[src/hw/rtl/ring_fifo_with_peek_and_drop_assert.svh]
// ----------------------------------------------------------------------------
// Ring FIFO assertion macros
// Clocked assertion wrappers shared by the ring FIFO RTL.
// ----------------------------------------------------------------------------
`ifndef RING_FIFO_WITH_PEEK_AND_DROP_ASSERT_SVH
`define RING_FIFO_WITH_PEEK_AND_DROP_ASSERT_SVH

// check under reset gating
`define RFPD_ASSERT(lbl, prop, msg) \
  lbl: assert property (@(posedge clk_i) disable iff (!rst_ni) prop) else $error(msg);

// check on every clock edge, reset included
`define RFPD_ASSERT_ALWAYS(lbl, prop, msg) \
  lbl: assert property (@(posedge clk_i) prop) else $error(msg);

`endif

[src/hw/rtl/rfpd_pkg.sv]
// ----------------------------------------------------------------------------
// Ring FIFO package
// Sizes, operation and status codes for the ring FIFO with peek and drop.
// ----------------------------------------------------------------------------
package rfpd_pkg;

  localparam int Depth   = 16;
  localparam int DataW   = 32;
  localparam int SlotW   = $clog2(Depth);
  localparam int CountW  = $clog2(Depth + 1);
  localparam int OpW     = 2;
  localparam int StatusW = 2;
  localparam int ApbW    = 32;
  localparam int AddrW   = 3;

  localparam logic [CountW-1:0] CapReset = CountW'(Depth);

  typedef enum logic [OpW-1:0] {
    OpPut    = 2'd0,
    OpPick   = 2'd1,
    OpCopy   = 2'd2,
    OpDelete = 2'd3
  } op_e;

  typedef enum logic [StatusW-1:0] {
    StDone  = 2'd0,
    StFull  = 2'd1,
    StEmpty = 2'd2
  } status_e;

  localparam logic RegCapacity = 1'b0;

endpackage

[src/hw/rtl/ring_fifo_with_peek_and_drop.sv]
// ----------------------------------------------------------------------------
// Ring FIFO with peek and drop
// Circular word queue with put, pick, copy and delete operations.
// ----------------------------------------------------------------------------
// Usage:
//   Input channel (in_valid_i/in_ready_o) carries one operation word: op_i
//   selects put, pick, copy or delete, data_in_i is the word stored on put.
//   Output channel (out_valid_o/out_ready_i) returns one result word for
//   each operation: status, slot touched, data read and occupancy after it.
//   The operation is executed in its accept cycle and the result is
//   registered. One operation is taken every cycle unless the output stalls;
//   the single pass through the pointer, count and slot-register logic
//   sets that rate. When the receiver stalls the result register holds and
//   in_ready_o stays high only once the held result is taken that cycle.
//   Reset empties the queue, clears both pointers and sets capacity to the
//   full ring. The slot registers are not cleared; only held words are read.
//   The APB port holds the capacity register at address 0; writing it
//   empties the queue. Write it only while no operation is in flight.
// ----------------------------------------------------------------------------
`include "ring_fifo_with_peek_and_drop_assert.svh"

module ring_fifo_with_peek_and_drop (
  input  logic                          clk_i,
  input  logic                          rst_ni,
  input  logic                          psel_i,
  input  logic                          penable_i,
  input  logic                          pwrite_i,
  input  logic [rfpd_pkg::AddrW-1:0]    paddr_i,
  input  logic [rfpd_pkg::ApbW-1:0]     pwdata_i,
  output logic [rfpd_pkg::ApbW-1:0]     prdata_o,
  output logic                          pready_o,
  input  logic                          in_valid_i,
  output logic                          in_ready_o,
  input  logic [rfpd_pkg::OpW-1:0]      op_i,
  input  logic [rfpd_pkg::DataW-1:0]    data_in_i,
  output logic                          out_valid_o,
  input  logic                          out_ready_i,
  output logic [rfpd_pkg::StatusW-1:0]  status_o,
  output logic [rfpd_pkg::SlotW-1:0]    slot_o,
  output logic [rfpd_pkg::DataW-1:0]    data_out_o,
  output logic [rfpd_pkg::CountW-1:0]   occupancy_o
);
  import rfpd_pkg::*;

  logic [DataW-1:0]  slots_q [Depth];
  logic [SlotW-1:0]  wr_q, wr_d;
  logic [SlotW-1:0]  rd_q, rd_d;
  logic [CountW-1:0] held_q, held_d;
  logic [CountW-1:0] cap_q, cap_d;

  logic              out_valid_q;
  logic [StatusW-1:0] status_q, status_d;
  logic [SlotW-1:0]  slot_q, slot_d;
  logic [DataW-1:0]  dout_q, dout_d;
  logic [CountW-1:0] occ_q;

  logic              cfg_we;
  logic              in_fire;
  logic              slot_we;
  logic              full;
  logic              empty;
  logic [CountW-1:0] wdata_cap;
  op_e               op;

  function automatic logic [SlotW-1:0] advance(logic [SlotW-1:0] p, logic [CountW-1:0] cap);
    logic [CountW-1:0] nxt;
    nxt = CountW'(p) + CountW'(1);
    return (nxt >= cap) ? '0 : nxt[SlotW-1:0];
  endfunction

  assign pready_o    = 1'b1;
  assign prdata_o    = ApbW'(cap_q);
  assign cfg_we      = psel_i & penable_i & pwrite_i & (paddr_i[2] == RegCapacity);
  assign in_ready_o  = ~out_valid_q | out_ready_i;
  assign in_fire     = in_valid_i & in_ready_o;
  assign op          = op_e'(op_i);
  assign full        = (held_q >= cap_q);
  assign empty       = (held_q == '0);

  always_comb begin
    wdata_cap = pwdata_i[CountW-1:0];
    if (wdata_cap == '0) begin
      wdata_cap = CountW'(1);
    end else if (wdata_cap > CountW'(Depth)) begin
      wdata_cap = CountW'(Depth);
    end
  end

  always_comb begin
    wr_d     = wr_q;
    rd_d     = rd_q;
    held_d   = held_q;
    cap_d    = cap_q;
    slot_we  = 1'b0;
    status_d = StDone;
    slot_d   = '0;
    dout_d   = '0;
    if (cfg_we) begin
      cap_d  = wdata_cap;
      wr_d   = '0;
      rd_d   = '0;
      held_d = '0;
    end else if (in_fire) begin
      case (op)
        OpPut: begin
          if (full) begin
            status_d = StFull;
          end else begin
            slot_we = 1'b1;
            slot_d  = wr_q;
            wr_d    = advance(wr_q, cap_q);
            held_d  = held_q + CountW'(1);
          end
        end
        OpPick, OpCopy, OpDelete: begin
          if (empty) begin
            status_d = StEmpty;
            wr_d     = '0;
            rd_d     = '0;
          end else begin
            slot_d = rd_q;
            if (op != OpDelete) begin
              dout_d = slots_q[rd_q];
            end
            if (op != OpCopy) begin
              held_d = held_q - CountW'(1);
              if (held_q == CountW'(1)) begin
                wr_d = '0;
                rd_d = '0;
              end else begin
                rd_d = advance(rd_q, cap_q);
              end
            end
          end
        end
        default: begin
          status_d = StDone;
        end
      endcase
    end
  end

  always_ff @(posedge clk_i or negedge rst_ni) begin
    if (!rst_ni) begin
      wr_q        <= '0;
      rd_q        <= '0;
      held_q      <= '0;
      cap_q       <= CapReset;
      out_valid_q <= 1'b0;
    end else begin
      wr_q   <= wr_d;
      rd_q   <= rd_d;
      held_q <= held_d;
      cap_q  <= cap_d;
      if (in_fire && !cfg_we) begin
        out_valid_q <= 1'b1;
      end else if (out_ready_i) begin
        out_valid_q <= 1'b0;
      end
    end
  end

  always_ff @(posedge clk_i) begin
    if (slot_we) begin
      slots_q[wr_q] <= data_in_i;
    end
    if (in_fire && !cfg_we) begin
      status_q <= status_d;
      slot_q   <= slot_d;
      dout_q   <= dout_d;
      occ_q    <= held_d;
    end
  end

  assign out_valid_o = out_valid_q;
  assign status_o    = status_q;
  assign slot_o      = slot_q;
  assign data_out_o  = dout_q;
  assign occupancy_o = occ_q;

  `RFPD_ASSERT(a_held_le_cap, held_q <= cap_q, "occupancy above capacity")
  `RFPD_ASSERT(a_empty_ptrs, (held_q == '0) |-> (wr_q == '0 && rd_q == '0), "empty queue with pointers off slot zero")
  `RFPD_ASSERT(a_ptrs_in_ring, (CountW'(wr_q) < cap_q) && (CountW'(rd_q) < cap_q), "pointer outside ring")
  `RFPD_ASSERT(a_put_counts, (in_fire && !cfg_we && op == OpPut && !full) |=> (held_q == $past(held_q) + CountW'(1)), "put did not advance occupancy")
  `RFPD_ASSERT_ALWAYS(a_rdy_when_free, !out_valid_q |-> in_ready_o, "input stalled with empty result register")

endmodule

[config.mk]
export PLATFORM = sky130hd
export DESIGN_NAME = ring_fifo_with_peek_and_drop
export DESIGN_NICKNAME = d
export VERILOG_FILES = /design/src/hw/rtl/rfpd_pkg.sv /design/src/hw/rtl/ring_fifo_with_peek_and_drop.sv
export VERILOG_INCLUDE_DIRS = /design/src /design/src/hw/rtl
export SDC_FILE = /design/constraint.sdc
export NUM_CORES = 1
export LEC_CHECK = 0
export BUFFER_PORTS_ARGS = -buffer_cell sky130_fd_sc_hd__buf_2
export CAP_MARGIN = 20
export CORE_MARGIN = 8
export CORE_UTILIZATION = 40
export DETAILED_ROUTE_END_ITERATION = 16
export GPL_ROUTABILITY_DRIVEN = 0
export PLACE_DENSITY_LB_ADDON = 0.05
export SLEW_MARGIN = 20
export SYNTH_ARGS = -nofsm -noshare
export SYNTH_HDL_FRONTEND = slang
export SYNTH_SLANG_ARGS = --single-unit
export TNS_END_PERCENT = 100
[constraint.sdc]
create_clock -name clk_i -period 14.56 [get_ports clk_i]
set_clock_uncertainty 0.15 [all_clocks]
set_input_delay 2.184 -clock clk_i [delete_from_list [all_inputs] [get_ports clk_i]]
set_output_delay 2.184 -clock clk_i [all_outputs]
set_load 0.005 [all_outputs]
==> flow_summary.ini, run 1 <==
[synthesis]
synth-async-reset-ratio_pct = 3.31
synthCells = 1049
synthFlopType = edfxtp_1
yosysSeqAreaShare_pct = 75.2
syn_area_sq_um = 22800
ys_seq_elements = 574
synth_cell_type_count = 53
synth_enable_flop_cells = 555
avgSynthCellArea_sq_um = 21.7
ys_warn_count = 0

[die]
die_area_sq_um = 64900
start_util_pct = 40.4
core_sq_um = 56400
fp.dieH_um = 255
die_w_um = 255
ios = 154
rows = 87

[min_path]
hold_depth = 2
hold_start = cap_q[0]
holdPathEnd = cap_q[0]
hp-class = flop to flop

[global_routing]
antenna_found_initial = 4
grt_max_degree = 53
grt_pass1_vias = 11400
track_usage_pct = 16.7
overflow = 0
grt_pass1_wl_um = 78600

[critical_path]
end_kind = flop
worstPathRequired_ns = 14.67
path_max_fanout = 17
start_kind = input pin
cpLargestDelayFamily = simple AND/OR/NAND/NOR gates
crit_buf_inv = 2
critical_path.cell_chain = buf_2, nand4b_1, nand3_1, or3_1, nor2_4, buf_4
regToRegSetupSlack_ns = 10.11
cpPeakStageDelay_ns = 0.82
r2r_start = held_q[2]
slowest_stage = or3_1
timing.rr.end = slots_q[14][29]
crit_type = input pin to flop
worst_r2r_path_depth = 7
crit_arrival_ns = 5.23

[routing]
ant_nets = 0
drt-total-wl_um = 53200
wl_met1_um = 23500
vias_per_cell = 5.34
vias = 10600
wl_met3_um = 2360
drtIter0Drc = 783
drcViolationCount = 0
dr.pass1.iters = 4
wl_met2_um = 26400
routed.top_layer = met5
routedWlPerCell_um = 26.7

[clocking]
root_buffer = clkbuf_16
cts_buffers = 61
clk-insertion-delay-late_ns = 0.62
clk_pin_slew_worst_paths_ns = 0.06
max-clock-path-buffers = 3
post_cts_buffers = 0
cts_tree = built
ctsHoldBuffers = 0
cts_max_level = 2
clock_sinks = 574
cts_resized = 0

[sta]
worst_pin_slew_ns = 0.935
setup_viol = 0
setup_tns_ns = 0
finalHoldViolations = 0
slew_headroom_pct = 37.1
fin_crit_sh_pct = 35.2
worst_slack_ns = 9.44
min_period_ns = 5.12
rsz0062_at_grt = no
drv_slew = 0
timing.fmax_mhz = 195

[pwr]
p_clk_share_pct = 35.1
total_power_uw = 4270
seqPwrFrac_pct = 45.3
power.net_switching_uw = 1090
p_comb_share_pct = 19.6
p_int_uw = 3180
power_leakage_uw = 0.00851
p_sw_share_pct = 25.5
power_density_nw_per_um2 = 163
peakVddDrop_uv = 90.9

[finish]
areaGrowthSynthToFinish_pct = 14.6
nets = 1286
layout_commonest_cell = edfxtp_1
drive_above_1_share_pct = 32.2
layout_common_cells = edfxtp_1 (555), mux4_2 (160), buf_2 (96), clkbuf_16 (63), and3_1 (35)
stdcell_count = 1993

[run]
drv_cap = 0

[placement]
io_buffers = 96
dp.cells = 1876
hpwl_um = 27300
dpl_worst_slack_ns = 8.68

[outcome]
status = complete, no violations
-- per-stage QoR --
stage / hold slack, ns / area, sq um / util (%)
after floorplan: 0.384 / 22900 / -
after detailed placement: 0.455 / 24200 / 42.9
after CTS: 0.469 / 26100 / 46.3
after global routing: 0.487 / 26100 / 46.3
after global placement: 0.457 / 24200 / 42.9
final: 0.458 / 26100 / 46.3
-- tightest hold or removal path, stage by stage (launching register included) --
cell and delay (ns):
dfrtp_1 0.44, nand2_1 0.07, o31ai_1 0.06
-- power groups by stage --
| stage | Combinational, uW | Sequential [uW] | Clock, uW |
|---|---|---|---|
| after global placement | 863 | 1970 | 0 |
| after detailed placement | 862 | 1970 | 0 |
| final | 837 | 1930 | 1500 |
| after global routing | 920 | 1940 | 1600 |
| after floorplan | 697 | 1920 | 0 |
| after CTS | 863 | 1940 | 1540 |
-- routing by layer --
| metal | vias to the layer above | track usage, % |
|---|---|---|
| met5 | - | 0 |
| li1 | 4614 | - |
| met1 | 5737 | 22.8 |
| met4 | 2 | 3.87 |
| met2 | 214 | 27.6 |
| met3 | 75 | 3.24 |
-- synthesized netlist by cell type (3+ instances only) --
cell	count	share of area, %
o21ai_0	6	0.13
nor2b_1	4	0.11
buf_2	10	0.22
o211a_1	3	0.13
o21ai_1	11	0.24
nand3b_1	3	0.099
a32oi_1	4	0.15
o211ai_1	6	0.20
nor3_1	8	0.18
a21o_1	3	0.099
mux4_2	160	16
nand3_1	6	0.13
dfrtp_1	18	2.0
nor3b_1	5	0.16
ha_1	27	1.5
clkbuf_1	34	0.56
a21oi_1	6	0.13
nand2_1	19	0.31
nor4_1	5	0.14
buf_6	9	0.44
edfxtp_1	555	73
nor2_1	21	0.35
and3_1	35	0.96
inv_1	13	0.21
nand2b_1	9	0.25
or3_1	3	0.082
or4_1	3	0.099
buf_4	28	0.92
-- registers in the layout (all words and copies together), names as in the netlist --
signal       cells
slots_q        512
data_out_o      32
cap_q            5
held_q           5
occupancy_o      5
rd_q             4
slot_o           4
wr_q             4
status_o         2
out_valid_o      1
-- worst max-delay path by stage --
stage,startpoint,endpoint,slack (ns),cells past startpoint
CTS,psel_i,slots_q[9][16],9.34,6
finish,psel_i,slots_q[9][17],9.44,6
floorplan,out_ready_i,slots_q[7][0],7.51,6
global placement,psel_i,slots_q[9][16],8.70,6
detailed placement,psel_i,slots_q[9][16],8.68,6
global route,psel_i,slots_q[9][16],9.24,6
-- area by class of cell --
cell class	count	area (sq um)
diodes	2	5.00
well taps	756	946
multi-input cells	405	5330
flip-flops and latches	574	17200
clock inverters	34	288
repair buffers	127	713
inverters	14	52.6
clock buffers	81	1640
fillers	4830	30300
-- kinds of logic after synthesis --
kind of cell | synth area share [%]
flops | 75.2
mux | 15.8
simple gates | 3.27
buf+inv | 2.39
compound gates | 1.70
fa+ha+maj | 1.48
xor+xnor | 0.154
other cells | 0.0329
No activity file was read; power rests on OpenSTA's default activity.
==> inputs of run 2 (changes only) <==
clock period = 5.3 ns   (was 14.56 ns; I/O delays follow)
==> run 2 against run 1 <==
Effect of this change: via count down 0.32%; routed wire length down 2.2%; register-to-register slack worse by 9.1 ns; non-clock buffer count down 3; critical endpoint is now slots_q[12][15]; largest cell class unchanged.
==> flow_summary.ini, run 2 (synthesis gave the netlist of run 1 again) <==
[outcome]
status = complete, no violations

[clocking]
max-clock-path-buffers = 3
clk_pin_slew_worst_paths_ns = 0.06
cts_tree = built
clock_sinks = 574
cts_max_level = 2
root_buffer = clkbuf_16
cts_buffers = 60
clk-insertion-delay-late_ns = 0.61

[die]
rows = 87
start_util_pct = 40.4
die_w_um = 255
ios = 154
fp.dieH_um = 255
core_sq_um = 56400
die_area_sq_um = 64900

[pwr]
power_density_nw_per_um2 = 449
p_clk_share_pct = 35.0
p_sw_share_pct = 25.7
p_comb_share_pct = 18.8
power_leakage_uw = 0.00851
peakVddDrop_uv = 262
p_int_uw = 8760
seqPwrFrac_pct = 46.2
power.net_switching_uw = 3020

[run]
drv_cap = 0

[critical_path]
crit_type = flop to flop
crit_arrival_ns = 4.38
worstPathRequired_ns = 5.39
path_max_fanout = 26
end_kind = flop
start_kind = flop

[finish]
layout_common_cells = edfxtp_1 (555), mux4_2 (160), buf_2 (96), clkbuf_16 (62), and3_1 (35)
top_register = slots_q
areaGrowthSynthToFinish_pct = 14.9
drive_above_1_share_pct = 32.1
fill_cells = 4791
stdcell_count = 1988
layout_commonest_cell = edfxtp_1
largest_reg_flops = 512
final_area_sq_um = 26200
nets = 1282

[min_path]
hp-class = input pin to flop

[sta]
rsz0062_at_grt = no
setup_viol = 0
worst_pin_slew_ns = 1.01
holdWs_ns = 0.275
drv_slew = 0
finalHoldViolations = 0
setup_tns_ns = 0
min_period_ns = 4.29
slew_headroom_pct = 32.3
timing.fmax_mhz = 233
fin_crit_sh_pct = 80.9

[routing]
vias = 10600
drt-total-wl_um = 52100
ant_nets = 0
routedWlPerCell_um = 26.2
drtIter0Drc = 852
vias_per_cell = 5.34
drcViolationCount = 0
dr.pass1.iters = 4

[global_routing]
overflow = 0
grt_pass1_vias = 11400
track_usage_pct = 16.3
grt_pass1_wl_um = 77600
grt_max_degree = 64
antenna_found_initial = 4

[placement]
io_buffers = 96
dp.cells = 1872
placed_area_sq_um = 24200
hpwl_um = 28700
run 2: repair_timing:
item                      CTS  global route
hold buffers                1             0
buffers inserted            0             0
hold endpoints to repair   18             0
gates resized for setup     0             0
run 2: path summary, 6_finish.rpt:
check	start	end	slack, ns	depth (start not counted)
max	held_q[2]	slots_q[12][15]	1.01	7
min	pwdata_i[4]	cap_q[4]	0.27	3
max reg2reg	held_q[2]	slots_q[12][15]	1.01	7
min reg2reg	cap_q[4]	cap_q[4]	0.44	2
max in group asynchronous	rst_ni	rd_q[1]	4.07	2
min in group asynchronous	rst_ni	wr_q[2]	0.55	2
run 2: per-stage QoR:
step / worst slack, ns / total power (uW) / utilization, %
floorplan: -0.359 / 7180 / -
global placement: 1.02 / 7810 / 43.0
detailed placement: 1.03 / 7810 / 43.0
CTS: 1.03 / 12000 / 46.5
global route: 0.777 / 12300 / 46.5
finish: 1.01 / 11800 / 46.5
run 2: cell type report:
type                    instances  area [sq um]  area share (%)
inverters                      14          52.6           0.201
clock inverters                36           329            1.26
multi-input cells             405          5330            20.4
flip-flops and latches        574         17200            65.5
clock buffers                  76          1600            6.12
diodes                          3          7.51          0.0286
repair buffers                124           781            2.98
well taps                     756           946            3.61
run 2: layer usage:
metal	track usage, %	share of wire (%)
met5	0	0.019
met4	4.45	2.0
met3	2.66	4.6
met2	26.9	50
met1	22.4	44
run 2: critical path, cell delays in order, from the launching register on:
cell and delay (ns):
dfrtp_1 0.58, ha_1 0.33, a21o_1 0.18, a31oi_1 0.43
o21a_1 0.43, nand4_1 0.64, nor2_4 0.56, buf_4 0.58
run 2: power by group through the flow:
stage | combinational (uW) | sequential, uW | clock, uW
after detailed placement | 2270 | 5550 | 0
final | 2220 | 5440 | 4120
after global routing | 2410 | 5480 | 4400
after floorplan | 1920 | 5260 | 0
after CTS | 2280 | 5450 | 4250
after global placement | 2270 | 5550 | 0
